<file path="config.mk">
export PLATFORM = sky130hd
export DESIGN_NAME = zigzag_scan_address_gen
export DESIGN_NICKNAME = d
export VERILOG_FILES = /design/src/hw/rtl/zzsag_pkg.sv /design/src/hw/rtl/zzsag_cfg.sv /design/src/hw/rtl/zzsag_step.sv /design/src/hw/rtl/zigzag_scan_address_gen.sv
export SDC_FILE = /design/constraint.sdc
export NUM_CORES = 1
export LEC_CHECK = 0
export ABC_AREA = 1
export BUFFER_PORTS_ARGS = -buffer_cell sky130_fd_sc_hd__buf_2
export CAP_MARGIN = 20
export CORE_UTILIZATION = 30
export CTS_CLUSTER_DIAMETER = 150
export DETAILED_ROUTE_END_ITERATION = 7
export SYNTH_ARGS = -nofsm -noshare
export SYNTH_HDL_FRONTEND = slang
export SYNTH_SLANG_ARGS = --single-unit
export TNS_END_PERCENT = 1
</file>
<file path="constraint.sdc">
create_clock -name clk_i -period 4.9 [get_ports clk_i]
set_clock_uncertainty 0.05 [all_clocks]
set_input_delay 0.735 -clock clk_i [delete_from_list [all_inputs] [get_ports clk_i]]
set_output_delay 0.735 -clock clk_i [all_outputs]
set_load 0.005 [all_outputs]
</file>
<file path="src/hw/rtl/zzsag_pkg.sv">
// Shared constants and types for the zigzag scan address generator.
`default_nettype none

package zzsag_pkg;

  // Configuration register file.
  localparam int unsigned CFG_W     = 7;
  localparam int unsigned CFG_IDX_W = 1;

  typedef enum logic [CFG_IDX_W-1:0] {
    REG_ROW_COUNT = 1'b0,
    REG_COL_COUNT = 1'b1
  } cfg_reg_e;

  localparam logic [CFG_W-1:0] DIM_RESET = CFG_W'(8);

  // Largest rectangle side the generator supports.
  localparam int unsigned MAX_DIM_DEFAULT = 64;

  // Stream payload widths that do not depend on the rectangle size.
  localparam int unsigned IN_TDATA_W = 8;

endpackage

`default_nettype wire

</file>
<file path="src/hw/rtl/zzsag_cfg.sv">
// Configuration registers for the rectangle size, with range clamping.
`default_nettype none

module zzsag_cfg #(
  parameter int unsigned MAX_DIM = zzsag_pkg::MAX_DIM_DEFAULT,
  localparam int unsigned DimW   = $clog2(MAX_DIM + 1)
) (
  input  wire logic                             clk_i,
  input  wire logic                             rst_ni,
  input  wire logic                             cfg_we_i,
  input  wire logic [zzsag_pkg::CFG_IDX_W-1:0]  cfg_idx_i,
  input  wire logic [zzsag_pkg::CFG_W-1:0]      cfg_data_i,
  output logic      [DimW-1:0]                  rows_o,
  output logic      [DimW-1:0]                  cols_o
);
  import zzsag_pkg::*;

  localparam int unsigned CmpW = (CFG_W > DimW) ? CFG_W : DimW;
  localparam logic [CmpW-1:0] DimMax = CmpW'(MAX_DIM);

  logic [CFG_W-1:0] row_count_q, row_count_d;
  logic [CFG_W-1:0] col_count_q, col_count_d;

  always_comb begin
    row_count_d = row_count_q;
    col_count_d = col_count_q;
    if (cfg_we_i) begin
      unique case (cfg_reg_e'(cfg_idx_i))
        REG_ROW_COUNT: row_count_d = cfg_data_i;
        REG_COL_COUNT: col_count_d = cfg_data_i;
      endcase
    end
  end

  always_ff @(posedge clk_i or negedge rst_ni) begin
    if (!rst_ni) begin
      row_count_q <= DIM_RESET;
      col_count_q <= DIM_RESET;
    end else begin
      row_count_q <= row_count_d;
      col_count_q <= col_count_d;
    end
  end

  // A zero size acts as one, a size beyond the maximum acts as the maximum.
  function automatic logic [DimW-1:0] clamp_dim(input logic [CFG_W-1:0] v);
    logic [CmpW-1:0] vx;
    vx = CmpW'(v);
    if (vx == '0) begin
      clamp_dim = DimW'(1);
    end else if (vx > DimMax) begin
      clamp_dim = DimW'(MAX_DIM);
    end else begin
      clamp_dim = DimW'(vx);
    end
  endfunction

  assign rows_o = clamp_dim(row_count_q);
  assign cols_o = clamp_dim(col_count_q);

endmodule

`default_nettype wire

</file>
<file path="src/hw/rtl/zzsag_step.sv">
// Next-cell logic of the zigzag walk: one step along or between diagonals, or back to (0,0).
`default_nettype none

module zzsag_step #(
  parameter int unsigned MAX_DIM = zzsag_pkg::MAX_DIM_DEFAULT,
  localparam int unsigned IdxW   = $clog2(MAX_DIM),
  localparam int unsigned DimW   = $clog2(MAX_DIM + 1),
  localparam int unsigned CntW   = 2 * IdxW + 1
) (
  input  wire logic [IdxW-1:0] cur_row_i,
  input  wire logic [IdxW-1:0] cur_col_i,
  input  wire logic [CntW-1:0] cur_cnt_i,
  input  wire logic            started_i,
  input  wire logic            restart_i,
  input  wire logic [DimW-1:0] rows_i,
  input  wire logic [DimW-1:0] cols_i,
  output logic      [IdxW-1:0] nxt_row_o,
  output logic      [IdxW-1:0] nxt_col_o,
  output logic      [CntW-1:0] nxt_cnt_o,
  output logic                 nxt_last_o
);
  localparam int unsigned XW = DimW + 1;

  logic [XW-1:0] r_x, c_x, r1_x, c1_x, rows_x, cols_x;
  logic [XW-1:0] nr1_x, nc1_x;
  logic          outside, was_last, to_first, odd_diag;

  assign r_x    = XW'(cur_row_i);
  assign c_x    = XW'(cur_col_i);
  assign r1_x   = r_x + XW'(1);
  assign c1_x   = c_x + XW'(1);
  assign rows_x = XW'(rows_i);
  assign cols_x = XW'(cols_i);

  assign outside  = (r_x >= rows_x) || (c_x >= cols_x);
  assign was_last = (r1_x == rows_x) && (c1_x == cols_x);
  assign to_first = restart_i || !started_i || outside || was_last;
  assign odd_diag = cur_row_i[0] ^ cur_col_i[0];

  always_comb begin
    nxt_row_o = cur_row_i;
    nxt_col_o = cur_col_i;
    nxt_cnt_o = cur_cnt_i + CntW'(1);
    if (to_first) begin
      nxt_row_o = '0;
      nxt_col_o = '0;
      nxt_cnt_o = CntW'(1);
    end else if (odd_diag) begin
      // Row falls along the diagonal; at the top or right edge move on.
      if ((cur_row_i != '0) && (c1_x < cols_x)) begin
        nxt_row_o = cur_row_i - IdxW'(1);
        nxt_col_o = cur_col_i + IdxW'(1);
      end else if (c1_x < cols_x) begin
        nxt_col_o = cur_col_i + IdxW'(1);
      end else begin
        nxt_row_o = cur_row_i + IdxW'(1);
      end
    end else begin
      // Row rises along the diagonal; at the left or bottom edge move on.
      if ((r1_x < rows_x) && (cur_col_i != '0)) begin
        nxt_row_o = cur_row_i + IdxW'(1);
        nxt_col_o = cur_col_i - IdxW'(1);
      end else if (r1_x < rows_x) begin
        nxt_row_o = cur_row_i + IdxW'(1);
      end else begin
        nxt_col_o = cur_col_i + IdxW'(1);
      end
    end
  end

  assign nr1_x      = XW'(nxt_row_o) + XW'(1);
  assign nc1_x      = XW'(nxt_col_o) + XW'(1);
  assign nxt_last_o = (nr1_x == rows_x) && (nc1_x == cols_x);

endmodule

`default_nettype wire

</file>
<file path="src/hw/rtl/zigzag_scan_address_gen.sv">
// Top level of the zigzag scan address generator.
// Usage:
//   Each transfer on the slave stream is one command: restart (tdata bit 0)
//   set returns to cell (0,0) with order 1, clear advances to the next cell.
//   Every command yields exactly one transfer on the master stream carrying
//   row, column and 1-based order number; tlast marks the final cell of the
//   rectangle. Rows and columns are set by the configuration write port
//   (register 0: row count, register 1: column count, both reset to 8); the
//   user must change them only while no command is in flight; nothing enforces it.
// Timing:
//   A taken command waits in the command register until the result
//   register is free or being drained; its cell then passes through the
//   next-cell logic into the result register, which drives tvalid. While
//   the receiver does not stall, one command per cycle is sustained; the
//   rate is set by the combinational next-cell step.
// Reset and stalls:
//   Reset clears both stages, the position and the order count; the first
//   command after reset yields (0,0). While the receiver stalls, the result
//   is held and one more command is still taken into the command register.
`default_nettype none

module zigzag_scan_address_gen #(
  parameter int unsigned MAX_DIM = zzsag_pkg::MAX_DIM_DEFAULT,
  localparam int unsigned IdxW   = $clog2(MAX_DIM),
  localparam int unsigned CntW   = 2 * IdxW + 1,
  localparam int unsigned OutW   = ((2 * IdxW + CntW + 7) / 8) * 8
) (
  input  wire logic                                clk_i,
  input  wire logic                                rst_ni,
  // Slave stream, tdata: restart at bit 0, zeros above.
  input  wire logic                                s_axis_tvalid,
  output logic                                     s_axis_tready,
  input  wire logic [zzsag_pkg::IN_TDATA_W-1:0]    s_axis_tdata,
  // Master stream, tdata from bit 0 up: row_index, col_index, order_number.
  output logic                                     m_axis_tvalid,
  input  wire logic                                m_axis_tready,
  output logic      [OutW-1:0]                     m_axis_tdata,
  output logic                                     m_axis_tlast,
  // Configuration write port.
  input  wire logic                                cfg_we_i,
  input  wire logic [zzsag_pkg::CFG_IDX_W-1:0]     cfg_idx_i,
  input  wire logic [zzsag_pkg::CFG_W-1:0]         cfg_data_i
);
  import zzsag_pkg::*;

  localparam int unsigned DimW = $clog2(MAX_DIM + 1);

  logic [DimW-1:0] rows, cols;

  // Command register.
  logic in_valid_q, in_valid_d;
  logic in_restart_q;

  // Result register, which is also the scan position.
  logic            out_valid_q, out_valid_d;
  logic            started_q;
  logic [IdxW-1:0] cur_row_q, nxt_row;
  logic [IdxW-1:0] cur_col_q, nxt_col;
  logic [CntW-1:0] cur_cnt_q, nxt_cnt;
  logic            last_q, nxt_last;

  logic s_xfer, advance;

  zzsag_cfg #(
    .MAX_DIM (MAX_DIM)
  ) u_cfg (
    .clk_i      (clk_i),
    .rst_ni     (rst_ni),
    .cfg_we_i   (cfg_we_i),
    .cfg_idx_i  (cfg_idx_i),
    .cfg_data_i (cfg_data_i),
    .rows_o     (rows),
    .cols_o     (cols)
  );

  zzsag_step #(
    .MAX_DIM (MAX_DIM)
  ) u_step (
    .cur_row_i  (cur_row_q),
    .cur_col_i  (cur_col_q),
    .cur_cnt_i  (cur_cnt_q),
    .started_i  (started_q),
    .restart_i  (in_restart_q),
    .rows_i     (rows),
    .cols_i     (cols),
    .nxt_row_o  (nxt_row),
    .nxt_col_o  (nxt_col),
    .nxt_cnt_o  (nxt_cnt),
    .nxt_last_o (nxt_last)
  );

  // A command moves on when the result register is free or being drained.
  assign advance       = in_valid_q && (!out_valid_q || m_axis_tready);
  assign s_axis_tready = !in_valid_q || advance;
  assign s_xfer        = s_axis_tvalid && s_axis_tready;

  always_comb begin
    in_valid_d = in_valid_q;
    if (s_xfer) begin
      in_valid_d = 1'b1;
    end else if (advance) begin
      in_valid_d = 1'b0;
    end
  end

  always_comb begin
    out_valid_d = out_valid_q;
    if (advance) begin
      out_valid_d = 1'b1;
    end else if (m_axis_tready) begin
      out_valid_d = 1'b0;
    end
  end

  always_ff @(posedge clk_i or negedge rst_ni) begin
    if (!rst_ni) begin
      in_valid_q  <= 1'b0;
      out_valid_q <= 1'b0;
      started_q   <= 1'b0;
      cur_row_q   <= '0;
      cur_col_q   <= '0;
      cur_cnt_q   <= '0;
    end else begin
      in_valid_q  <= in_valid_d;
      out_valid_q <= out_valid_d;
      if (advance) begin
        started_q <= 1'b1;
        cur_row_q <= nxt_row;
        cur_col_q <= nxt_col;
        cur_cnt_q <= nxt_cnt;
      end
    end
  end

  always_ff @(posedge clk_i) begin
    if (s_xfer) begin
      in_restart_q <= s_axis_tdata[0];
    end
    if (advance) begin
      last_q <= nxt_last;
    end
  end

  assign m_axis_tvalid = out_valid_q;
  assign m_axis_tlast  = last_q;
  assign m_axis_tdata  = OutW'({cur_cnt_q, cur_col_q, cur_row_q});

  // A result is only ever shown once the scan has produced a cell.
  assert property (@(posedge clk_i) disable iff (!rst_ni)
    out_valid_q |-> started_q)
    else $error("result valid before any cell was produced");

  // The slave side only stalls when both stages are occupied.
  assert property (@(posedge clk_i) disable iff (!rst_ni)
    !s_axis_tready |-> (in_valid_q && out_valid_q))
    else $error("input stalled with a free stage");

  // A restart command always lands on the first cell.
  assert property (@(posedge clk_i) disable iff (!rst_ni)
    (advance && in_restart_q) |=>
      ((cur_row_q == '0) && (cur_col_q == '0) && (cur_cnt_q == CntW'(1))))
    else $error("restart did not return to the first cell");

  // Each step either counts on by one or starts over at one.
  assert property (@(posedge clk_i) disable iff (!rst_ni)
    advance |=>
      ((cur_cnt_q == CntW'(1)) || (cur_cnt_q == $past(cur_cnt_q) + CntW'(1))))
    else $error("order number skipped");

  // A stalled result keeps its position.
  assert property (@(posedge clk_i) disable iff (!rst_ni)
    (out_valid_q && !m_axis_tready) |=>
      ($stable(cur_row_q) && $stable(cur_col_q) && $stable(cur_cnt_q)))
    else $error("stalled result changed");

endmodule

`default_nettype wire
</file>
==> results.md, run 1 <==
* CP Class: flip-flop to flip-flop
* Via/cell ratio at 4.65
* Starting Density at 0.312
* Clock latency on the worst-skew pair at 0.30 ns
* CP bufs+invs at 2
* Fraction of layout cells with a size suffix above 1 at 0.112
* Initial drt markers at 188
* Routed WL at 11.0 mm
* Vias in the first global route at 3645
* Delay-heaviest family, CP: simple AND/OR/NAND/NOR gates
* Sequential-to-total area share from yosys stat at 0.267
* Post-Synth Adder-Cell Area at 0.111
* Post-DP Area at 4520 µm²
* Finished Cell Area at 4710 µm²
* Max cap viols at 0
* Die Area at 14400 µm²
* Final setup viols at 0
* Syn Inst Count at 652
* DP Wirelength at 8.42 mm
* Yosys reg bits at 44
* Area Growth Syn to Fin at 12.7%
* CTS Buf Count at 5
* Critical Path AT at 4.12 ns
* Gr ovfl total at 0
* FFs w/ async S/R, synth at 0.955
* IO Port Bufs at 41
* Period utilization at 0.818
* Most frequent cells in the layout: 202 x nand2_1, 91 x inv_1, 64 x nand3_1
* Leakage at 0.00251 µW
* CP Cell Sequence: nand4_1, o21ai_0, nand2_1, ha_1, nand2_1, nand2_1, a21oi_1, buf_4, nand2_1, nand2_1, nand3_1, nand2_1, nand2_1, inv_1, ha_1, xnor2_1, nor2_1, nand3_1, nor2_1, nand2_1, nor2_1, nand3_1, nor2_1
* Post-cts repair resize count at 0
* Setup_tns at 0 ns
* Clk buf depth at 2
* Synth top area cells: dfrtp_1 24%, nand2_1 18%, ha_1 11%
* Area of the mapped netlist at 4180 µm²
* CP startpoint kind: flip-flop
* Tightest Pin Transition at 0.697 ns
* Yosys Warn Count at 0
* R2R depth at 23
* Distinct cells, synth at 38
* Peak Freq at 250 MHz
* Post-CTS Setup Bufs at 0
* Largest area contributor in the netlist: dfrtp_1
* Crit-path max cell delay at 0.63 ns
* Via count at 4020
* Syn_area_per_cell at 6.41 µm²
* R2R Setup Slk at 0.89 ns
* Antenna violations before repair at 0
* Clk sinks at 44
* Hold Fails Final Rpt at 0
* Global placement routability congestion at 0.824
* Post-synthesis xor/xnor area fraction at 0.0273
* Slew Limit Fails at 0
* Unrepaired setup endpoints after global routing: no
* Simple-Gate Fraction of Synth Area at 0.395
* Nets at 745
* CP Capture Type: flip-flop
* Worst-path clk slew at 0.07 ns
* Die Y-Extent at 120 µm
* Fillers at 1491
* Ant. Diodes at 0
* Max IR drop VDD at 0.000183 V
* # IOs at 56
* Die X-Extent at 120 µm
* Average wire per standard cell at 12.8 µm
* Mux contribution to synthesized area at 0
* Crit-path slowest cell: dfrtp_1
* First-pass GRT wire length at 18.3 mm
* Antenna Violating Nets Remaining at 0
* Number of flops mapped to enable cells by yosys at 2
* Yosys top cell area share at 0.240
* FF-to-FF End: m_axis_tlast$_DFFE_PP_
* Status: completed
* R2r startpoint: cur_row_q[2]$_DFFE_PN0P_
* Root Buffer: clkbuf_16
* Commonest non-fill, non-tap cell in the layout: nand2_1
* GR Util All Layers at 0.161
* CTS tree: done
* Post-route DRC at 0
* H-tree levels at 2
* Hold Path Class: primary input to async pin
* Critical Path RT at 5.01 ns
* Minimum clock period at 4.01 ns
* Largest family of logic cells by synthesized area: simple AND/OR/NAND/NOR gates
* 1st-pass router iterations at 7
* CORE AREA at 13400 µm²
* CP Max Fanout at 13
* Power per Cell Area at 574 nW/µm²
* Core Rows at 42
* Headroom to the max-slew limit at 0.531
* Compound-Gate Fraction of Synth Area at 0.0737
* CTS Hold Bufs at 0
* Top cell by count, worst path: nand2_1
* Pin count of the biggest net entering global routing at 43
* Ys flop type: dfrtp_1
## layer usage
layer	global-route usage	routed length (µm)	part of all wire
met4	0.0438	188	0.017
met2	0.259	4970	0.45
met3	0.0223	484	0.044
met1	0.224	5390	0.49
met5	0	0	0
## worst max-delay path by stage
stage,start,to,cells after the start
after floorplan,cur_row_q[2]$_DFFE_PN0P_,m_axis_tlast$_DFFE_PP_,23
after global placement,cur_row_q[2]$_DFFE_PN0P_,m_axis_tlast$_DFFE_PP_,22
after detailed placement,cur_row_q[2]$_DFFE_PN0P_,m_axis_tlast$_DFFE_PP_,22
after CTS,cur_row_q[2]$_DFFE_PN0P_,m_axis_tlast$_DFFE_PP_,22
after global routing,cur_col_q[0]$_DFFE_PN0P_,m_axis_tlast$_DFFE_PP_,24
final,cur_row_q[2]$_DFFE_PN0P_,m_axis_tlast$_DFFE_PP_,23
## kinds of logic after synthesis
logic type               after synthesis
AND/OR/NAND/NOR                      376
buffers and inverters                123
AO/OA/AOI/OAI                         58
flip-flops                            44
adder cells (fa/ha/maj)               37
XOR/XNOR                              13
other                                  1
## through the flow
step / worst slack, ns / utilization / instances / power, µW / hold WS (ns)
floorplan: 1.58 / - / 658 / 1850 / 0.373
global placement: 0.941 / 0.337 / 855 / 2290 / 0.382
global route: 0.412 / 0.351 / 864 / 2990 / 0.220
finish: 0.893 / 0.351 / 864 / 2700 / 0.214
CTS: 0.875 / 0.350 / 863 / 2710 / 0.409
detailed placement: 0.898 / 0.337 / 855 / 2300 / 0.390
## Yosys cell counts (all sizes together) (2+ instances only)
cell	count
a21oi	14
and3	3
buf	22
clkbuf	5
clkinv	2
dfrtp	40
dfstp	2
edfxtp	2
ha	37
inv	94
nand2	204
nand3	65
nand3b	2
nand4	24
nor2	69
nor3	4
nor3b	2
o21ai	40
xnor2	4
xor2	9
## registers in the layout (all words and copies together), names as in the netlist, 6 cells and up
register and cells:
u_cfg.row_count_q 7, cur_col_q 6, u_cfg.col_count_q 7, cur_row_q 6, cur_cnt_q 13
## layout make-up
cell class / instances / area [µm²] / share of cell area
clock inverter: 3 / 46.3 / 0.00983
tap: 176 / 220 / 0.0468
inverter: 96 / 365 / 0.0776
sequential: 44 / 1110 / 0.237
multi-input combinational: 491 / 2560 / 0.544
timing repair buffer: 49 / 278 / 0.0590
clock buffer: 5 / 125 / 0.0266
## power by group
group          internal (µW)  leakage [µW]  total, µW  switching (µW)
registers                430      0.000561        556             126
clock network            243     0.0000804        402             160
logic                    607       0.00187       1740            1140
No activity file was read; power rests on OpenSTA's default activity.
==> run 2, diff against run 1 <==
ABC_AREA = 0   (was 1)
clock period = 3.5 ns   (was 4.9 ns; I/O delays follow)
==> run 2 against run 1 <==
The run now ends with setup timing left. Combinational power up 140%. Sequential share of layout area fell by 3.8 points. Highest routed layer unchanged. Design area is 20% higher.
==> results.md, run 2 <==
* Power per Cell Area at 945 nW/µm² (was 574 nW/µm²)
* Vias in the first global route at 3958 (was 3645)
* Antenna violations before repair at 0 (unchanged)
* DP Wirelength at 9.33 mm (was 8.42 mm)
* Antenna Violating Nets Remaining at 0 (unchanged)
* Max cap viols at 0 (unchanged)
* Post-DP Area at 5040 µm² (was 4520 µm²)
* CP startpoint kind: flip-flop (unchanged)
* Tightest Pin Transition at 0.919 ns (was 0.697 ns)
* Via count at 3983 (was 4020)
* Max FFs per register at 13 (unchanged)
* CTS tree: done (unchanged)
* Synth top area cells: dfrtp_1 26%, ha_1 12%, nand2_1 6.2% (was dfrtp_1 24%, nand2_1 18%, ha_1 11%)
* Post-route DRC at 0 (unchanged)
* Biggest regs: cur_cnt_q x13, u_cfg.col_count_q x7, u_cfg.row_count_q x7 (unchanged)
* Hold Path Class: primary input to async pin (unchanged)
* CP Cell Sequence: ha_4, buf_4, xor2_1, ha_2, a21o_1, a21o_1, nor3_4, buf_4, o211ai_1, buf_4, nor2_1, o31ai_2, buf_4, buf_4, nor3_2, xnor2_1, nand2_1, nor4_2 (was nand4_1, o21ai_0, nand2_1, ha_1, nand2_1, nand2_1, a21oi_1, buf_4, nand2_1, nand2_1, nand3_1, nand2_1, nand2_1, inv_1, ha_1, xnor2_1, nor2_1, nand3_1, nor2_1, nand2_1, nor2_1, nand3_1, nor2_1)
* Period utilization at 1.06 (was 0.818)
* Core Rows at 41 (was 42)
* First-pass GRT wire length at 19.2 mm (was 18.3 mm)
* Most common cell in the synthesized netlist: nand2_1 (unchanged)
* Worst-path clk slew at 0.06 ns (was 0.07 ns)
* Number of flops mapped to enable cells by yosys at 2 (unchanged)
* Setup WS pre-CTS at -0.294 ns (was 0.898 ns)
* Peak Freq at 270 MHz (was 250 MHz)
* Die X-Extent at 116 µm (was 120 µm)
* Delay-heaviest family, CP: simple AND/OR/NAND/NOR gates (unchanged)
* GR Util All Layers at 0.183 (was 0.161)
* Commonest non-fill, non-tap cell in the layout: buf_4 (was nand2_1)
* Distinct cells, synth at 64 (was 38)
* CP Max Fanout at 5 (was 13)
* Root Buffer: clkbuf_16 (unchanged)
* Clk buf depth at 2 (unchanged)
* Die Area at 13400 µm² (was 14400 µm²)
* Yosys reg bits at 44 (unchanged)
* Initial drt markers at 139 (was 188)
* Final setup viols at 1 (was 0)
* Leakage at 0.00259 µW (was 0.00251 µW)
* Sequential-to-total area share from yosys stat at 0.286 (was 0.267)
* Syn Inst Count at 462 (was 652)
* Clock latency on the worst-skew pair at 0.29 ns (was 0.30 ns)
* Largest area contributor in the netlist: dfrtp_1 (unchanged)
* Minimum clock period at 3.71 ns (was 4.01 ns)
* Gr ovfl total at 0 (unchanged)
* CP bufs+invs at 5 (was 2)
* Status: finished, violations left (was completed)
* Clk sinks at 44 (unchanged)
* CTS Buf Count at 5 (unchanged)
* Commonest cells post-synth: 64 x nand2_1, 40 x dfrtp_1, 37 x ha_1 (was 202 x nand2_1, 91 x inv_1, 64 x nand3_1)
* Die Y-Extent at 116 µm (was 120 µm)
* Crit-path slowest cell: dfrtp_2 (was dfrtp_1)
* Routed WL at 12.1 mm (was 11.0 mm)
* Crit-path max cell delay at 0.46 ns (was 0.63 ns)
* Yosys Warn Count at 0 (unchanged)
* Headroom to the max-slew limit at 0.387 (was 0.531)
* Failing checks: setup timing
* Hold Fails Final Rpt at 0 (unchanged)
* # IOs at 56 (unchanged)
* Biggest register: cur_cnt_q (unchanged)
* Unrepaired setup endpoints after global routing: yes (was no)
* Starting Density at 0.308 (was 0.312)
* Pin count of the biggest net entering global routing at 43 (unchanged)
* Ys flop type: dfrtp_1 (unchanged)
* Ant. Diodes at 0 (unchanged)
* Area Growth Syn to Fin at 44.8% (was 12.7%)
* Nets at 670 (was 745)
* Area of the mapped netlist at 3890 µm² (was 4180 µm²)
* H-tree levels at 2 (unchanged)
* Most frequent cells in the layout: 119 x buf_4, 63 x nand2_1, 41 x buf_2 (was 202 x nand2_1, 91 x inv_1, 64 x nand3_1)
* Average wire per standard cell at 15.4 µm (was 12.8 µm)
* 1st-pass router iterations at 5 (was 7)
* Finished Cell Area at 5630 µm² (was 4710 µm²)
* FFs w/ async S/R, synth at 0.955 (unchanged)
* Via/cell ratio at 5.07 (was 4.65)
* IO Port Bufs at 41 (unchanged)
* Post-route setup slack at -0.207 ns (was 0.893 ns)
* CORE AREA at 12600 µm² (was 13400 µm²)
* Max IR drop VDD at 0.000376 V (was 0.000183 V)
* Top cell by count, worst path: buf_4 (was nand2_1)
* CP Capture Type: flip-flop (unchanged)
* Syn_area_per_cell at 8.42 µm² (was 6.41 µm²)
* Critical Path RT at 3.57 ns (was 5.01 ns)
* Global placement routability congestion at 0.877 (was 0.824)
* Critical Path AT at 3.77 ns (was 4.12 ns)
* Yosys top cell area share at 0.257 (was 0.240)
* Slew Limit Fails at 0 (unchanged)
* CP Class: flip-flop to flip-flop (unchanged)
* Fraction of layout cells with a size suffix above 1 at 0.424 (was 0.112)
-- run 2: cell count changes after synthesis, moves of 14 or more --
cell	previous run	this run
o21ai_0	40	26
nand2_1	202	64
nand3_1	64	20
nor3_1	4	18
nand4_1	23	9
mux2_2	0	14
inv_1	91	11
nor2_1	61	34
xnor2_1	4	20
-- run 2: stage by stage --
step	setup TNS [ns]	util	cells	hold WS (ns)	power, µW
after CTS	-0.139	0.436	780	0.356	5100
after floorplan	-0.148	-	468	0.179	2800
final	-0.207	0.446	785	0.318	5320
after global routing	-0.375	0.446	785	0.352	5710
after detailed placement	-0.294	0.399	754	0.398	4250
after global placement	-0.230	0.399	754	0.397	4180
-- run 2: power breakdown --
part | switching, µW | internal [µW] | total, µW
Clock | 195 | 284 | 479
Combinational | 2130 | 1980 | 4110
Sequential | 117 | 617 | 734
Total | 2440 | 2880 | 5320
-- run 2: timing repair --
action                     4_1_cts  5_1_grt
setup buffers                   19        5
hold buffers                     0        0
resized for setup               42       18
pin swaps                       45       20
setup endpoints to repair        1        1
-- run 2: routing by layer --
| metal | up-vias | part of all wire | track usage |
|---|---|---|---|
| met5 | - | 0 | 0 |
| met4 | 0 | 0.024 | 0.0726 |
| met3 | 23 | 0.037 | 0.0204 |
| met2 | 108 | 0.49 | 0.322 |
| met1 | 1897 | 0.45 | 0.227 |
| li1 | 1955 | - | - |
-- run 2: area by class of cell --
type	count	area (µm²)
Clock buffer	6	139
Clock inverter	2	15.0
Fill cell	1237	6990
Inverter	12	47.5
Multi-Input combinational cell	386	2960
Sequential cell	44	1120
Tap cell	172	215
Timing Repair Buffer	163	1130
-- run 2: final timing paths --
check	startpoint	to	slack [ns]	cells after the start
worst max-delay path	cur_col_q[1]$_DFFE_PN0P_	m_axis_tlast$_DFFE_PP_	-0.21	18
worst min-delay path	rst_ni	cur_cnt_q[10]$_DFFE_PN0P_	0.32	1
worst max register to register	cur_col_q[1]$_DFFE_PN0P_	m_axis_tlast$_DFFE_PP_	-0.21	18
worst min register to register	started_q$_DFFE_PN0P_	started_q$_DFFE_PN0P_	0.41	1
max in group asynchronous	rst_ni	cur_row_q[0]$_DFFE_PN0P_	2.44	1
min in group clk_i	s_axis_tdata[0]	in_restart_q$_DFFE_PP_	0.36	1
-- run 2: kinds of logic after synthesis --
| group | share of synthesized area |
|---|---|
| AOI/OAI and AO/OA | 0.171 |
| other | 0.000964 |
| DFF | 0.286 |
| and+or+nand+nor | 0.245 |
| adders and majority gates | 0.119 |
| muxes | 0.0431 |
| xor gates and xnor gates | 0.0897 |
| buffers and inverters | 0.0450 |
